[config.mk]
export PLATFORM = sky130hd
export DESIGN_NAME = vec3_div_cell
export DESIGN_NICKNAME = d
export VERILOG_FILES = /design/src/vec3_div_cell.sv
export SDC_FILE = /design/constraint.sdc
export NUM_CORES = 1
export LEC_CHECK = 0
export BUFFER_PORTS_ARGS = -buffer_cell sky130_fd_sc_hd__buf_2
export CORE_AREA = 2 2 351 353
export DETAILED_ROUTE_END_ITERATION = 16
export DIE_AREA = 0 0 353 355
export SYNTH_ARGS = -nofsm -noshare
export SYNTH_HDL_FRONTEND = slang
export SYNTH_SLANG_ARGS = --single-unit
[constraint.sdc]
create_clock -name clk -period 2 [get_ports clk]
set_input_delay 0.3 -clock clk [delete_from_list [all_inputs] [get_ports clk]]
set_output_delay 0.3 -clock clk [all_outputs]
set_load 0.1 [all_outputs]
[src/vec3_div_cell.sv]
`timescale 1ns / 1ps
// one quotient bit of three restoring divisions by the length, registered
// no package dependencies
module vec3_div_cell #(
    parameter int ROOT_W = 48,
    parameter int QW     = 17,
    parameter int SIDE_W = 198
)
(
    input  logic                clk,
    input  logic                rst_n,
    input  logic                en,
    input  logic                in_valid,
    input  logic [SIDE_W-1:0]   in_side,
    input  logic [ROOT_W-1:0]   in_len,
    input  logic [ROOT_W:0]     in_r [3],
    input  logic [QW-1:0]       in_q [3],
    output logic                out_valid,
    output logic [SIDE_W-1:0]   out_side,
    output logic [ROOT_W-1:0]   out_len,
    output logic [ROOT_W:0]     out_r [3],
    output logic [QW-1:0]       out_q [3]
);

    localparam int RW = ROOT_W + 1;

    logic [RW-1:0] sh [3];
    logic          ge [3];

    logic              v_reg;
    logic [SIDE_W-1:0] side_reg;
    logic [ROOT_W-1:0] len_reg;
    logic [RW-1:0]     r_reg [3];
    logic [QW-1:0]     q_reg [3];

    always_comb
    begin
        for (int k = 0; k < 3; k++)
        begin
            sh[k] = {in_r[k][RW-2:0], 1'b0};
            ge[k] = sh[k] >= {1'b0, in_len};
        end
    end

    always_ff @(posedge clk or negedge rst_n)
    begin
        if (!rst_n)
            v_reg <= 1'b0;
        else if (en)
            v_reg <= in_valid;
    end

    always_ff @(posedge clk)
    begin
        if (en)
        begin
            side_reg <= in_side;
            len_reg  <= in_len;
            for (int k = 0; k < 3; k++)
            begin
                r_reg[k] <= ge[k] ? (sh[k] - {1'b0, in_len}) : sh[k];
                q_reg[k] <= {in_q[k][QW-2:0], ge[k]};
            end
        end
    end

    assign out_valid = v_reg;
    assign out_side  = side_reg;
    assign out_len   = len_reg;
    assign out_r     = r_reg;
    assign out_q     = q_reg;

endmodule
==> Word level (Yosys, flattened, before mapping) <==
Cells that the tools add are included.
{ "totals": {"regBits": 445, "input_bits": 448, "out_inout_bits": 445, "wordCells": 21} }
{ "classes": {"n_addsub": 3, "order_cmp": 3, "mux": 3} }
{ "op_table": {"columns": ["op", "count"], "rows": [
  ["$ge 49x48->1", 3],
  ["$mux 49", 3],
  ["$sub 49x48->49", 3]
]} }

==> Longest topological paths before layout <==
{ "depth": {"word_depth": 2, "mapped_depth": 15, "depth_no_buf": 12} }

==> Worst setup path before layout <==
No wires, ideal clock.
{ "synth_path": {"kind": "in2reg", "start": "input in_len[15]", "end": "register r_reg, in the netlist out_r[16], data pin", "setup_ns": 0.260, "t_arrival_ns": 2.822, "required_time_ns": 1.740, "path_slack_ns": -1.082, "cell_stages": 12, "n_path_buf": 2, "cell_sequence": "inv_1 ha_1 buf_2 nand4_2 or3_1 or4_1 nor4_1 a211oi_1 o21a_4 inv_6 buf_12 mux2_2"} }
{ "synth_between": {"elab_chain_cells": 2, "word_cells_on_any_way": 3, "cone_classes": "1 x add/sub; 1 x order compare; 1 x mux"} }
{ "synth_rtl": {"columns": ["item", "line_no", "source"], "rows": [
  ["from (decl)", "15", "input logic [ROOT_W-1:0] in_len,"],
  ["$sub 49x48->49 or $ge 49x48->1 (tied branches)", "61, 41", null],
  ["$mux 49 *", "61", "r_reg[k] <= ge[k] ? (sh[k] - {1'b0, in_len}) : sh[k];"],
  ["to (signal, indexed assignment)", "61", null],
  ["to (decl)", "33", "logic [RW-1:0] r_reg [3];"]
]} }
Mark *: on every way between the ends. The rest lies on a longest branch, timed or not.
A chain may end at the register's enable or synchronous reset.

==> Final worst setup path <==
{ "layout_path": {"start": "input in_len[5]", "end": "register r_reg, in the netlist out_r[52], data pin"} }
{ "layout_between": {"elab_chain_cells": 2} }
{ "layout_rtl": {"columns": ["item", "line_no", "source"], "rows": [
  ["$ge 49x48->1", "41", "ge[k] = sh[k] >= {1'b0, in_len};"],
  ["$mux 49", "61", null]
]} }
No other way between the ends.

==> results.toml <==
[status]
status = "complete, but fails checks"
violations = "negative setup slack"

[yosys]
synth_edf_count = 444
yosys_warnings = 0
post_synth_instance_area_um2 = 23900
yosys_register_bits = 445
synth_common_cells = "edfxtp_1 (444), a21oi_1 (211), nor2_1 (154)"
synthCells = 2037
ys.flop_type = "edfxtp_1"
synth_largest_area_cell = "edfxtp_1"
synthArstFlopShare_pct = 0.225
synth_fp_nets = 2632
synth.distinct_cells = 83
synth-seq-area-share_pct = 55.8
synth_top_area_share_pct = 55.7
ys_top_cells_by_area = "edfxtp_1 (56%), ha_1 (7.5%), a21oi_1 (4.4%)"
syn_avg_cell_area_um2 = 11.7
synth.most_common_cell = "edfxtp_1"

[routing]
routedWlPerCell_um = 25.3
drc = 0
drt_first_pass_iters = 5
dr_total_vias = 25600
drt-total-wl_um = 144000
drtIter0Drc = 1790
viasPerCell = 4.49
antenna_left = 0

[floorplan]
rows = 128
io_pins = 893
die_x_um = 353
core_um2 = 121000
start_util_pct = 19.7
dieHeight_um = 355
dieArea_um2 = 125000

[timing]
hold_violations = 0
fin_crit_sh_pct = 137
tightest_slew_ns = 0.704
finalSetupTns_ns = -90.41
slew_headroom_pct = 53.4
rsz0062_at_grt = "yes"
finClkSkew_ns = 0
fin_ws_ns = -0.739
finalSetupViolCount = 150
fin_hold_ws_ns = 0.0382
slew_violations = 0
fmax_mhz = 365
period_needed_ns = 2.74

[placement]
pre_cts_slack_ns = -1.95
dp_cells = 5142
gp_congestion = 0.919
place_hpwl_um = 115000
port_buffers = 886

[grt]
antenna_found_initial = 52
grt_use_total_pct = 21.8
first_global_vias = 25700
grt_max_degree = 73
grt_overflow = 0
grt_pass1_wl_um = 194000

[setup_path]
r2r-start = "out_valid"
worstPathRequired_ns = 2.40
cpMaxStageDelayCell = "ha_1"
rr_endpoint = "out_valid"
reg2reg_slack_ns = 1.22
worstRegToRegCells = 1
crit_path_max_incr_delay_ns = 0.40
worstSetupPathType = "in -> reg"
crit_buf_inv = 7
critPathTopFamily = "buffers and inverters"
cp-end-kind = "flop"
crit_chain = "buf_2 > inv_1 > ha_1 > nand3_1 > nor4_2 > buf_4 > nand3_2 > buf_6 > o41ai_4 > a211oi_4 > o21ai_2 > nor2_4 > inv_8 > buf_12 > buf_12 > mux2_4"
crit_top_cell = "buf_12"
cp-start-kind = "input port"
crit_fanout = 7
cp.arrival_ns = 3.14

[cts]
clock-sinks = 445
tritoncts = "built"
clk_pin_slew_worst_paths_ns = 0.06
cts_max_path_buffers = 3
htree_levels = 2
cts_root_buf = "clkbuf_16"
cts_buffers = 53
clk_latency_ns = 0.63

[final_layout]
layout.cells.non_filler = 5691
drive_gt1_share_pct = 52.7
syn_to_final_growth_pct = 85.4
seq_area_um2 = 13400
multiInputGateArea_um2 = 12200
final.fill_count = 12100
fin_nets = 4596

[worst_hold_path]
hp-class = "in -> reg"
hold_depth = 3
hold_end = "out_r[33]"
hold_start = "in_r[32]"

[power]
p_per_area_nw_per_um2 = 878
p_leak_nw = 19.3
finalPower_mw = 38.9
vdd_ir_drop_max_uv = 714

[run]
drv_cap = 0
## layout make-up
class	count	area share [%]
Antenna cell	21	0.119
Clock buffer	62	3.11
Clock inverter	37	0.717
Inverter	99	1.05
Multi-Input combinational cell	1420	27.5
Sequential cell	445	30.1
Tap cell	1625	4.58
Timing Repair Buffer	1982	32.8
## power breakdown
part	internal, mW	switching (mW)
clock	5.38	4.41
sequential	11.5	0.433
combinational	5.20	12.0
total	22.1	16.8
## worst max-delay path by stage
stage,from,depth (start not counted),endpoint
2_1_floorplan,in_len[16],11,out_r[16]
3_3_place_gp,in_len[25],16,out_r[133]
3_5_place_dp,in_len[25],14,out_r[105]
4_1_cts,in_len[22],17,out_r[127]
5_1_grt,in_len[9],16,out_r[62]
6_report,in_len[5],16,out_r[52]
## through the flow
step	instance area (µm²)	util, %
2_1_floorplan	24800	-
3_3_place_gp	36000	29.7
3_5_place_dp	36000	29.7
4_1_cts	42800	35.3
5_1_grt	44300	36.5
6_report	44300	36.5
## layout by cell type, fill, tap and decap left out, drive strengths merged, types with 18 or more instances in the layout
cell	netlist	routed
and3	20	20
buf	22	1624
nor3	32	32
nor4	18	18
nor2	155	155
nand4	35	35
mux2	57	57
clkinv	0	26
o21bai	36	36
a21o	84	84
inv	99	91
ha	144	144
o21a	20	20
diode	0	21
xor2	51	51
o21ai	89	89
edfxtp	444	444
dlygate4sd3	0	354
a31oi	25	25
xnor2	64	64
a21oi	211	211
clkbuf	51	66
nand2	127	127
a211oi	22	22
nand3	48	48
## metal layers
| layer | up-vias | track usage (%) | wire [µm] |
|---|---|---|---|
| li1 | 11700 | - | - |
| met1 | 12500 | 23.8 | 52800 |
| met2 | 1060 | 39.1 | 71900 |
| met3 | 272 | 5.91 | 10700 |
| met4 | 26 | 10.4 | 8530 |
| met5 | - | 0 | 171 |
## cell families (layout without fill, tap and decap cells)
family,Yosys count,count (layout),synth area share (%)
mux,61,61,2.90
other cells,0,21,0
buf+inv,172,2180,3.17
compound gates,588,588,15.9
xor+xnor,115,115,4.21
fa+ha+maj,147,147,7.78
simple gates,509,509,10.2
flops,445,445,55.8
## state kept, by name, summed over array words and instances, names as in the netlist
register,flops
out_side,198
out_len,48
out_valid,1
out_q,51
out_r,147
## worst min-delay path: cells and delay by family
family          cells  cell delay [ns]
buf+inv             1             0.12
simple gates        1             0.05
compound gates      1             0.10
## what timing repair did
item	4_1_cts	5_1_grt
setup buffers	40	34
setup endpoints to repair	151	150
pin swaps	47	80
hold endpoints to repair	352	1
gates resized for setup	188	282
cloned	10	3
hold buffers	353	1
Note: power is estimated with default switching activity, not from simulation.
