## config.mk

```make
export PLATFORM = sky130hd
export DESIGN_NAME = vec3_sqrt_cell
export DESIGN_NICKNAME = d
export VERILOG_FILES = /design/src/vec3_sqrt_cell.sv
export SDC_FILE = /design/constraint.sdc
export NUM_CORES = 1
export LEC_CHECK = 0
export BUFFER_PORTS_ARGS = -buffer_cell sky130_fd_sc_hd__buf_2
export CAP_MARGIN = 30
export CORE_AREA = 10 10 265 267
export CTS_CLUSTER_DIAMETER = 50
export DETAILED_ROUTE_END_ITERATION = 12
export DIE_AREA = 0 0 275 277
export SYNTH_ARGS = -nofsm -noshare
export SYNTH_HDL_FRONTEND = slang
export SYNTH_SLANG_ARGS = --single-unit
```

## constraint.sdc

```tcl
create_clock -name clk -period 0.9 [get_ports clk]
set_input_delay 0 -clock clk [delete_from_list [all_inputs] [get_ports clk]]
set_output_delay 0 -clock clk [all_outputs]
set_load 0.05 [all_outputs]
```

## src/vec3_sqrt_cell.sv

```systemverilog
`timescale 1ns / 1ps
// one digit step of the scaled square root, registered
// no package dependencies
module vec3_sqrt_cell #(
    parameter int FRAC_BITS = 16,
    parameter int SQ_W      = 49,
    parameter int ROOT_W    = 48,
    parameter int SIDE_W    = 198,
    parameter int STEP      = 0
)
(
    input  logic                clk,
    input  logic                rst_n,
    input  logic                en,
    input  logic                in_valid,
    input  logic [SIDE_W-1:0]   in_side,
    input  logic [SQ_W-1:0]     in_sq,
    input  logic [ROOT_W-1:0]   in_root,
    input  logic [ROOT_W+1:0]   in_rem,
    output logic                out_valid,
    output logic [SIDE_W-1:0]   out_side,
    output logic [SQ_W-1:0]     out_sq,
    output logic [ROOT_W-1:0]   out_root,
    output logic [ROOT_W+1:0]   out_rem
);

    localparam int REM_W = ROOT_W + 2;
    localparam int BIT   = 2 * STEP - 2 * FRAC_BITS;
    localparam int BITS  = (BIT < 0) ? 0 : BIT;

    logic [1:0]       pair;
    logic [REM_W-1:0] rem_sh;
    logic [REM_W-1:0] trial;
    logic             ge;

    logic              v_reg;
    logic [SIDE_W-1:0] side_reg;
    logic [SQ_W-1:0]   sq_reg;
    logic [ROOT_W-1:0] root_reg;
    logic [REM_W-1:0]  rem_reg;

    always_comb
    begin
        if (BIT >= 0 && BITS < SQ_W)
            pair = 2'(in_sq >> BITS);
        else
            pair = 2'b00;
        rem_sh = {in_rem[REM_W-3:0], pair};
        trial  = {in_root, 2'b01};
        ge     = rem_sh >= trial;
    end

    always_ff @(posedge clk or negedge rst_n)
    begin
        if (!rst_n)
            v_reg <= 1'b0;
        else if (en)
            v_reg <= in_valid;
    end

    always_ff @(posedge clk)
    begin
        if (en)
        begin
            side_reg <= in_side;
            sq_reg   <= in_sq;
            root_reg <= {in_root[ROOT_W-2:0], ge};
            rem_reg  <= ge ? (rem_sh - trial) : rem_sh;
        end
    end

    assign out_valid = v_reg;
    assign out_side  = side_reg;
    assign out_sq    = sq_reg;
    assign out_root  = root_reg;
    assign out_rem   = rem_reg;

endmodule

```

Word-level counts from Yosys, hierarchy flattened
Index checks and enable logic that the tools add are counted.
{ "word_totals": {"register_bits": 346, "memories": 0, "output_inout_bits": 346, "inputBits": 349, "mem_bits_ro": 0, "mem_bits_rw": 0, "latchBits": 0} }
{ "classes": {"n_mux": 1, "n_div": 0, "shifts": 0, "multipliers": 0, "magnitude_cmp": 1, "n_eq_ne": 0, "addsub": 1, "reduce_logical": 0, "bitwise": 0} }
{ "ops": {"columns": ["cell", "n"], "rows": [
  ["50-bit greater-or-equal comparator", 1],
  ["50-bit 2-to-1 mux", 1],
  ["50-bit subtractor", 1]
]} }

Longest topological paths before layout
Gate-level depths: netlist of run 1.
{ "logic_depth": {"ltp_word": 2, "ltp_mapped": 16, "ltp_nobuf": 15} }

Worst setup path after synthesis of run 1
OpenSTA, ideal clock, no wires.
{ "synth_timing": {"path_kind": "input port to flip-flop", "from": "input in_root[0]", "to": "register rem_reg[2] (netlist: out_rem[2]) (data pin)", "arrival_ns": 2.541, "required_time_ns": 0.638, "setup_ns": 0.262, "stages": 14, "path_buffers": 1, "setup_slack_ns": -1.904, "path_cell_list": "inv_1 -> ha_1 -> inv_1 -> fa_1 -> nand2b_1 -> a21oi_1 -> o211ai_1 -> and4_1 -> o21ai_1 -> nand3_1 -> o211ai_2 -> a41oi_2 -> buf_4 -> mux2_1"} }
{ "synth_via": {"elab_chain_len": 2} }
{ "synth_lines": {"columns": ["element", "line", "text"], "rows": [
  ["from (decl)", "18", "input logic [ROOT_W-1:0] in_root,"],
  ["50-bit subtractor / 50-bit greater-or-equal comparator (equally long branches)", "68, 50", null],
  ["50-bit 2-to-1 mux (*)", "68", "rem_reg <= ge ? (rem_sh - trial) : rem_sh;"],
  ["to (signal assigned)", "68", null],
  ["to (decl)", "40", "logic [REM_W-1:0] rem_reg;"]
]} }
Mark *: on every way between the ends. The rest lies on a longest branch, timed or not.
A chain may end at the register's enable or synchronous reset.

Final worst setup path of run 1
{ "layout_timing": {"from": "input in_root[0]", "to": "register rem_reg[36] (netlist: out_rem[36]) (data pin)"} }
Same word-level chain as after synthesis.

==> Implementation_results.wiki, run 1 <==
{| class="wikitable"
! Metric !! Value
|-
| Result of the run || complete, but fails checks
|-
| Violations in the final reports || hold timing, setup timing
|-
| Achievable frequency || 405 MHz
|-
| Clock root buffer || clkbuf_16
|-
| Row count || 94
|-
| Overflow left after global routing || 0
|-
| Hold slack final || -364 ps
|-
| Hold Crit Class || primary input to flop
|-
| Mapped Cells || 877
|-
| Data arrival time of the critical path || 2920 ps
|-
| Number of different library cells in the post-synthesis netlist || 60
|-
| Relative slew margins || 64.3%
|-
| Net count reported at finish || 2611
|-
| Drt total wl || 80200 um
|-
| Startpoint-to-endpoint class of the critical path || primary input to flop
|-
| Layout Area Growth over Synthesis || 112%
|-
| Areal power density over the cells || 2000 nW/um^2
|-
| Min Clock Period, post-route || 2470 ps
|-
| Largest stage delay on the critical path || 480 ps
|-
| Count of endpoints failing hold in the final timing report || 4
|-
| Clock-pin slew reported for the worst setup and hold paths after clock tree synthesis || 50 ps
|-
| Avg Inst Size Synth || 15.7 sq um
|-
| Final instance count without filler cells || 3138
|-
| Full die area || 76200 sq um
|-
| DR pass1 iterations || 5
|-
| Total instance count after detailed placement || 2647
|-
| Wire length per cell after detailed routing || 25.6 um
|-
| Post-synthesis register bit count || 345
|-
| Floorplan die width || 275 um
|-
| Starting density of the core || 21.1%
|-
| Std-Cell Core Area || 65200 sq um
|-
| Critical-path top delay cell || or4b_1
|-
| Slew Limit Fails || 0
|-
| Leakage dissipation || 12.6 nW
|-
| Worst setup SP type || primary input
|-
| Proportion of synthesized flip-flops having asynchronous set or reset || 0.290%
|-
| Transition time at the pin with the least slew margin || 530 ps
|-
| Worst clock skew || 0 ps
|-
| Routability Congestion || 0.911
|-
| Clock buffer count from CTS || 53
|-
| YS warnings || 0
|-
| Fraction of layout cells with a size suffix above 1 || 52.8%
|-
| Maximum Capacitance Violations || 0
|-
| Port-buffer cells || 692
|-
| Clk buf depth || 3
|-
| Post-Synthesis Cell Area || 13800 sq um
|-
| Per-cell via count in the routed design || 4.30
|-
| Unrepaired setup endpoints after global routing || yes
|-
| Clk sinks || 345
|-
| Worst IR drop on VDD || 1.29 mV
|-
| Least setup slack across all paths after layout || -1570 ps
|-
| First DRT Iteration DRCs || 733
|-
| WP buf/inv || 5
|-
| Clock latency on the worst-skew pair || 570 ps
|-
| Fin util || 44.7%
|-
| Via count of the first global-routing pass || 14500
|-
| Commonest register cell after synthesis || edfxtp_1
|-
| Max FO, Critical Path || 3
|-
| Setup TNS after final layout || -155940 ps
|-
| Final Total Pwr || 58.3 mW
|-
| Number of buffers inserted by hold repair at cts || 344
|-
| Via Count || 13500
|-
| Register area share after synthesis || 75.3%
|-
| DR DRC count || 0
|-
| Largest net degree at the start of global routing || 31
|-
| HPWL after DPL || 60400 um
|-
| Final setup violation count || 407
|-
| Overall routing resource usage || 19.9%
|-
| Cell-by-cell listing of the critical path || buf_12, inv_12, ha_4, inv_2, fa_2, nand2b_4, a21oi_4, o211ai_1, buf_4, buf_6, a2111o_1, o311ai_4, a31o_4, a221oi_4, or4b_1, o31ai_1, o31a_1
|-
| Count of boundary I/O pins || 695
|-
| Clock tree from TritonCTS || built
|-
| Initial antenna violation count || 32
|-
| Endpoint required time on the critical path || 1350 ps
|-
| Worst setup EP type || flop
|-
| Number of routed nets with antenna violations || 0
|-
| Total number of H-tree levels || 2
|-
| Floorplan die height || 277 um
|-
| Family with the most delay on the worst path || compound AO/OA/AOI/OAI gates
|-
| Wire length of the first global-routing pass || 109000 um
|-
| Synthesized net count || 1275
|-
| Number of synthesized flops with an enable pin || 344
|-
| Fin crit share || 275%
|}
## area by class of cell
cell class                 instances  area, sq um
fill                            5748        36100
timing repair buffer            1304        11700
sequential                       345        10400
multi-input combinational        446         3860
clock buffer                      61         1400
tap                              864         1080
clock inverter                    38          393
inverter                          63          274
antenna                           17         42.5
## Yosys cell counts, types with 3 or more instances
cell / instances / area (sq um)
and4_1: 3 / 26.3
nor2_1: 22 / 82.6
o31ai_2: 3 / 37.5
and2_1: 5 / 31.3
a2111oi_2: 3 / 45.0
ha_1: 48 / 601
edfxtp_1: 344 / 10300
nand2_1: 79 / 297
nand2b_1: 7 / 43.8
o21ai_1: 45 / 225
o22ai_1: 3 / 18.8
nand4_1: 7 / 43.8
nand3_1: 14 / 70.1
a31oi_1: 8 / 50.1
xnor2_1: 19 / 166
buf_6: 6 / 67.6
a21oi_1: 44 / 220
inv_1: 62 / 233
o31ai_1: 6 / 45.0
nor2b_1: 3 / 18.8
o211ai_1: 5 / 37.5
xor2_1: 19 / 166
clkbuf_1: 11 / 41.3
o21a_1: 6 / 45.0
nor3_1: 6 / 30.0
and3_1: 3 / 18.8
a211o_1: 4 / 35.0
o21bai_1: 5 / 37.5
o21ai_0: 21 / 105
buf_2: 4 / 20.0
a21o_1: 27 / 203
## where the power goes
part           total, mW  internal [mW]  switching, mW
logic               17.2           7.14           10.0
clock network       20.9           12.8           8.10
registers           20.2           19.4          0.829
total               58.3           39.3           19.0
## path summary, 6_finish.rpt
path                       startpoint           to  slack (ps)  cells after the start
setup reg to reg            out_valid    out_valid         120                      1
hold / removal             in_root[0]  out_root[1]        -360                      1
max in group asynchronous       rst_n    out_valid         530                      3
hold reg to reg             out_valid    out_valid         540                      1
min in group asynchronous       rst_n    out_valid         260                      3
setup / recovery           in_root[0]  out_rem[36]       -1570                     17
## cells in the final DEF (no fill, tap or decap), drive strengths merged, types with 4 or more instances in the layout
cell         Yosys  layout
bufinv           0       5
a21oi           46      46
clkbuf          11      66
o211ai           6       6
xnor2           19      19
edfxtp         344     344
a21o            27      27
xor2            19      19
a31oi            8       8
o31ai            9       9
diode            0      17
o21ai           66      66
nor2            22      22
nand4            7       7
a211o            4       4
o21a             6       6
and2             5       5
nand2           79      79
inv             63      75
ha              48      48
clkinv           0      18
o21bai           5       5
dlygate4sd3      0     344
nand3           14      14
nor3             6       6
nand2b           7       7
buf             12     955
## routing by layer
layer / up-vias / share of wire [%] / global-route usage [%]
met5: - / 0.15 / 0
li1: 6041 / - / -
met2: 625 / 48 / 32.9
met1: 6644 / 37 / 22.2
met3: 158 / 10 / 8.12
met4: 22 / 5.0 / 8.72
## kinds of logic (layout without fill, tap and decap cells)
logic type	after synthesis	after routing	share of synthesized area, %
simple gates	157	157	5.29
flops	345	345	75.3
xor+xnor	38	38	2.42
fa+ha+maj	49	49	4.51
mux	2	2	0.164
other cells	0	17	0
buf+inv	86	1466	2.77
compound gates	200	200	9.55
## sequential cells by signal, indices dropped and copies added, names as in the netlist
| name | cells |
|---|---|
| out_rem | 49 |
| out_valid | 1 |
| out_sq | 49 |
| out_root | 48 |
| out_side | 198 |
## through the flow
stage	hold slack, ps	worst slack [ps]	cell area [sq um]
2_1_floorplan	-296	-1720	13800
3_3_place_gp	-225	-2340	20200
3_5_place_dp	-219	-2390	20200
4_1_cts	-403	-1540	28500
5_1_grt	-401	-1620	29100
6_report	-364	-1570	29100
## timing repair
item / CTS / global route
resized for setup: 809 / 116
hold endpoints to repair: 434 / 4
buffers inserted: 15 / 9
setup endpoints to repair: 396 / 396
pin swaps: 32 / 30
gates cloned: 8 / 5
(Power assumes the default switching activity.)
==> inputs of run 2 (changes only) <==
- ABC_AREA: unset -> 1
- CORE_AREA: 10 10 265 267 -> 10 10 262 264
- DIE_AREA: 0 0 275 277 -> 0 0 272 274
==> run 2 against run 1 <==
  * The flow finishes with violations (setup timing)
  * Total power is 0.82% higher
  * Register-to-register slack worse by 20 ps
  * Non-clock buffer count down 25
  * Wire length increased by 15%
  * Final cell count increased by 18%
  * Worst setup slack gained 1000 ps
  * Critical path depth grew 2
  * Via count up 18%
  * Sequential share of layout area shrank 2.2 points
  * Area after synthesis up 14%
==> Implementation_results.wiki, run 2 <==
{| class="wikitable"
! Metric !! Value
|-
| Avg Inst Size Synth || 10.8 sq um (-31%)
|-
| Clock tree from TritonCTS || built
|-
| Net count reported at finish || 3169 (+21%)
|-
| Per-cell via count in the routed design || 4.32 (+0.52%)
|-
| Largest net degree at the start of global routing || 30 (-3.2%)
|-
| Floorplan die height || 274 um (-1.1%)
|-
| Post-synthesis register bit count || 345 (unchanged)
|-
| Routability Congestion || 0.965 (+5.9%)
|-
| Clock root buffer || clkbuf_16
|-
| Relative slew margins || 79.1% (+15 points)
|-
| Areal power density over the cells || 1890 nW/um^2 (-5.4%)
|-
| Layout Area Growth over Synthesis || 97.6%
|-
| Fin util || 48.7% (+4.1 points)
|-
| Startpoint-to-endpoint class of the critical path || primary input to flop
|-
| Via count of the first global-routing pass || 16600 (+15%)
|-
| Slew Limit Fails || 0 (unchanged)
|-
| Floorplan die width || 272 um (-1.1%)
|-
| Endpoint required time on the critical path || 1340 ps (about the same)
|-
| Final setup violation count || 396 (-2.7%)
|-
| Total number of H-tree levels || 2 (unchanged)
|-
| Worst setup EP type || flop
|-
| Violations in the final reports || setup timing
|-
| Result of the run || complete, but fails checks
|-
| Least setup slack across all paths after layout || -556 ps (+1020 ps)
|-
| Commonest register cell after synthesis || edfxtp_1
|-
| Synthesized net count || 1852 (+45%)
|-
| Top cell type's share of synthesized area || 65.8% (-9.3 points)
|-
| Mapped Cells || 1454 (+66%)
|-
| Row count || 93 (-1.1%)
|-
| Count of endpoints failing hold in the final timing report || 0 (-4)
|-
| Maximum Capacitance Violations || 0 (unchanged)
|-
| Leakage dissipation || 14.3 nW (+14%)
|-
| DR DRC count || 0 (unchanged)
|-
| Starting density of the core || 24.7% (+3.5 points)
|-
| Critical-path top delay cell || fa_2
|-
| Initial antenna violation count || 39 (+22%)
|-
| First DRT Iteration DRCs || 1126 (+54%)
|-
| Achievable frequency || 687 MHz (+70%)
|-
| Largest stage delay on the critical path || 360 ps (-120 ps)
|-
| Full die area || 74500 sq um (-2.2%)
|-
| Number of flip-flops under the largest register name || 198 (unchanged)
|-
| Cell types with the largest area share after synthesis || edfxtp_1 66%, nand2_1 11%, inv_1 7.1%
|-
| Wire length per cell after detailed routing || 25.0 um (-2.2%)
|-
| Worst setup SP type || primary input
|-
| Final Total Pwr || 58.8 mW (+0.82%)
|-
| Fin crit share || 162% (-110 points)
|-
| Post-Synthesis Cell Area || 15700 sq um (+14%)
|-
| Cell-by-cell listing of the critical path || buf_12, inv_12, ha_4, inv_2, fa_2, inv_2, nand3_2, nand3_4, nand2_4, nand2_4, nand2_4, nand2_4, nand3_4, nand3_4, buf_12, buf_12, clkbuf_16, nand2_4, o21ai_2
|-
| Fraction of layout cells with a size suffix above 1 || 45.9% (-7.0 points)
|-
| Number of different library cells in the post-synthesis netlist || 38 (-37%)
|-
| Dominant cell type by area after synthesis || edfxtp_1
|-
| Number of fillers in the final layout || 5699 (-0.85%)
|-
| Hold Crit Class || primary input to flop
|-
| DR pass1 iterations || 5 (unchanged)
|-
| Most frequently used cell type in the post-synthesis netlist || nand2_1
|-
| Min Clock Period, post-route || 1460 ps (-1020 ps)
|-
| Cell seen most often among critical-path stages || nand2_4
|-
| Most common cell after layout, fill and taps aside || nand2_1
|-
| Clock latency on the worst-skew pair || 600 ps (+30 ps)
|-
| Proportion of synthesized flip-flops having asynchronous set or reset || 0.290% (unchanged)
|-
| Clk sinks || 345 (unchanged)
|-
| Register area share after synthesis || 66.0% (-9.3 points)
|-
| Via Count || 15900 (+18%)
|-
| Data arrival time of the critical path || 1890 ps (-1030 ps)
|-
| Count of boundary I/O pins || 695 (unchanged)
|-
| Max FO, Critical Path || 4 (+1)
|-
| HPWL after DPL || 71300 um (+18%)
|-
| Worst clock skew || 0 ps (unchanged)
|-
| Std-Cell Core Area || 63600 sq um (-2.3%)
|-
| Commonest cells in the synthesized netlist || 442 x nand2_1, 344 x edfxtp_1, 296 x inv_1, 80 x nor2_1, 50 x nand3_1
|-
| Drt total wl || 92200 um (+15%)
|-
| Unrepaired setup endpoints after global routing || yes
|-
| Port-buffer cells || 692 (unchanged)
|-
| Worst IR drop on VDD || 1.53 mV (+19%)
|-
| Number of synthesized flops with an enable pin || 344 (unchanged)
|-
| Clock-pin slew reported for the worst setup and hold paths after clock tree synthesis || 50 ps (about the same)
|-
| Commonest non-fill, non-tap cells in the layout || 370 x nand2_1, 354 x buf_6, 350 x dlygate4sd3_1
|-
| Number of routed nets with antenna violations || 0 (unchanged)
|-
| Wire length of the first global-routing pass || 126000 um (+16%)
|-
| Transition time at the pin with the least slew margin || 312 ps (-219 ps)
|-
| Overall routing resource usage || 23.8% (+3.9 points)
|-
| Overflow left after global routing || 0 (unchanged)
|-
| YS warnings || 0 (unchanged)
|-
| Clock buffer count from CTS || 51 (-3.8%)
|-
| Clk buf depth || 3 (unchanged)
|}
run 2: final cells by class:
| cell class | count | area (sq um) | share of cell area (%) |
|---|---|---|---|
| Timing Repair Buffer | 1279 | 11400 | 36.8 |
| Sequential cell | 345 | 10400 | 33.4 |
| Multi-Input combinational cell | 788 | 5210 | 16.8 |
| Clock buffer | 57 | 1320 | 4.26 |
| Inverter | 306 | 1180 | 3.79 |
| Tap cell | 855 | 1070 | 3.45 |
| Clock inverter | 38 | 407 | 1.31 |
| Antenna cell | 20 | 50.0 | 0.161 |
run 2: worst paths after layout:
path	start	end	slack, ps	cells past startpoint
worst max register to register	out_valid	out_valid	100	1
min in group asynchronous	rst_n	out_valid	260	3
max in group asynchronous	rst_n	out_valid	520	3
worst min-delay path	in_rem[24]	out_rem[26]	40	5
worst min register to register	out_valid	out_valid	560	1
worst max-delay path	in_root[0]	out_rem[24]	-560	19
run 2: power breakdown:
part / internal, mW / switching (mW)
logic: 7.13 / 10.8
clock network: 12.2 / 8.32
registers: 19.4 / 0.836
run 2: per-layer routing:
metal / GRT usage [%] / wire [um] / share of wire (%) / up-vias
li1: - / - / - / 7386
met1: 26.5 / 34000 / 37 / 7657
met2: 40.1 / 44700 / 48 / 690
met3: 9.85 / 9380 / 10 / 172
met4: 9.30 / 3940 / 4.3 / 32
met5: 0 / 211 / 0.23 / -
run 2: repair_timing:
item	CTS	global route
hold endpoints to repair	429	1
hold buffers	349	1
gates resized for setup	903	69
setup endpoints to repair	396	396
buffers inserted	39	4
pin swaps	17	13
gates cloned	6	1
run 2: critical path, delay by kind of cell:
kind,cells,cell delay (ps)
adder cells (fa/ha/maj),2,490
buffers and inverters,7,660
AO/OA/AOI/OAI,1,60
AND/OR/NAND/NOR,9,670
run 2: stage by stage:
step	cell area, sq um	setup slack (ps)	std cells	setup TNS (ps)	hold WS [ps]
6_report	31000	-556	3688	-116580	35.6
5_1_grt	31000	-625	3677	-134880	49.6
4_1_cts	30700	-498	3665	-123790	-236
3_5_place_dp	22000	-1270	3179	-58560	-217
3_3_place_gp	22000	-1270	3179	-57750	-225
2_1_floorplan	15900	-891	1454	-41010	-296
run 2: cell families (layout without fill, tap and decap cells):
group / after synthesis / count (layout) / share of synthesized area, %
adder cells (fa/ha/maj): 49 / 49 / 3.95
buffers and inverters: 321 / 1680 / 8.20
multiplexers: 1 / 1 / 0.0718
other: 0 / 20 / 0
flip-flops: 345 / 345 / 66.0
XOR/XNOR: 25 / 25 / 1.40
AO/OA/AOI/OAI: 58 / 58 / 2.46
AND/OR/NAND/NOR: 655 / 655 / 17.9
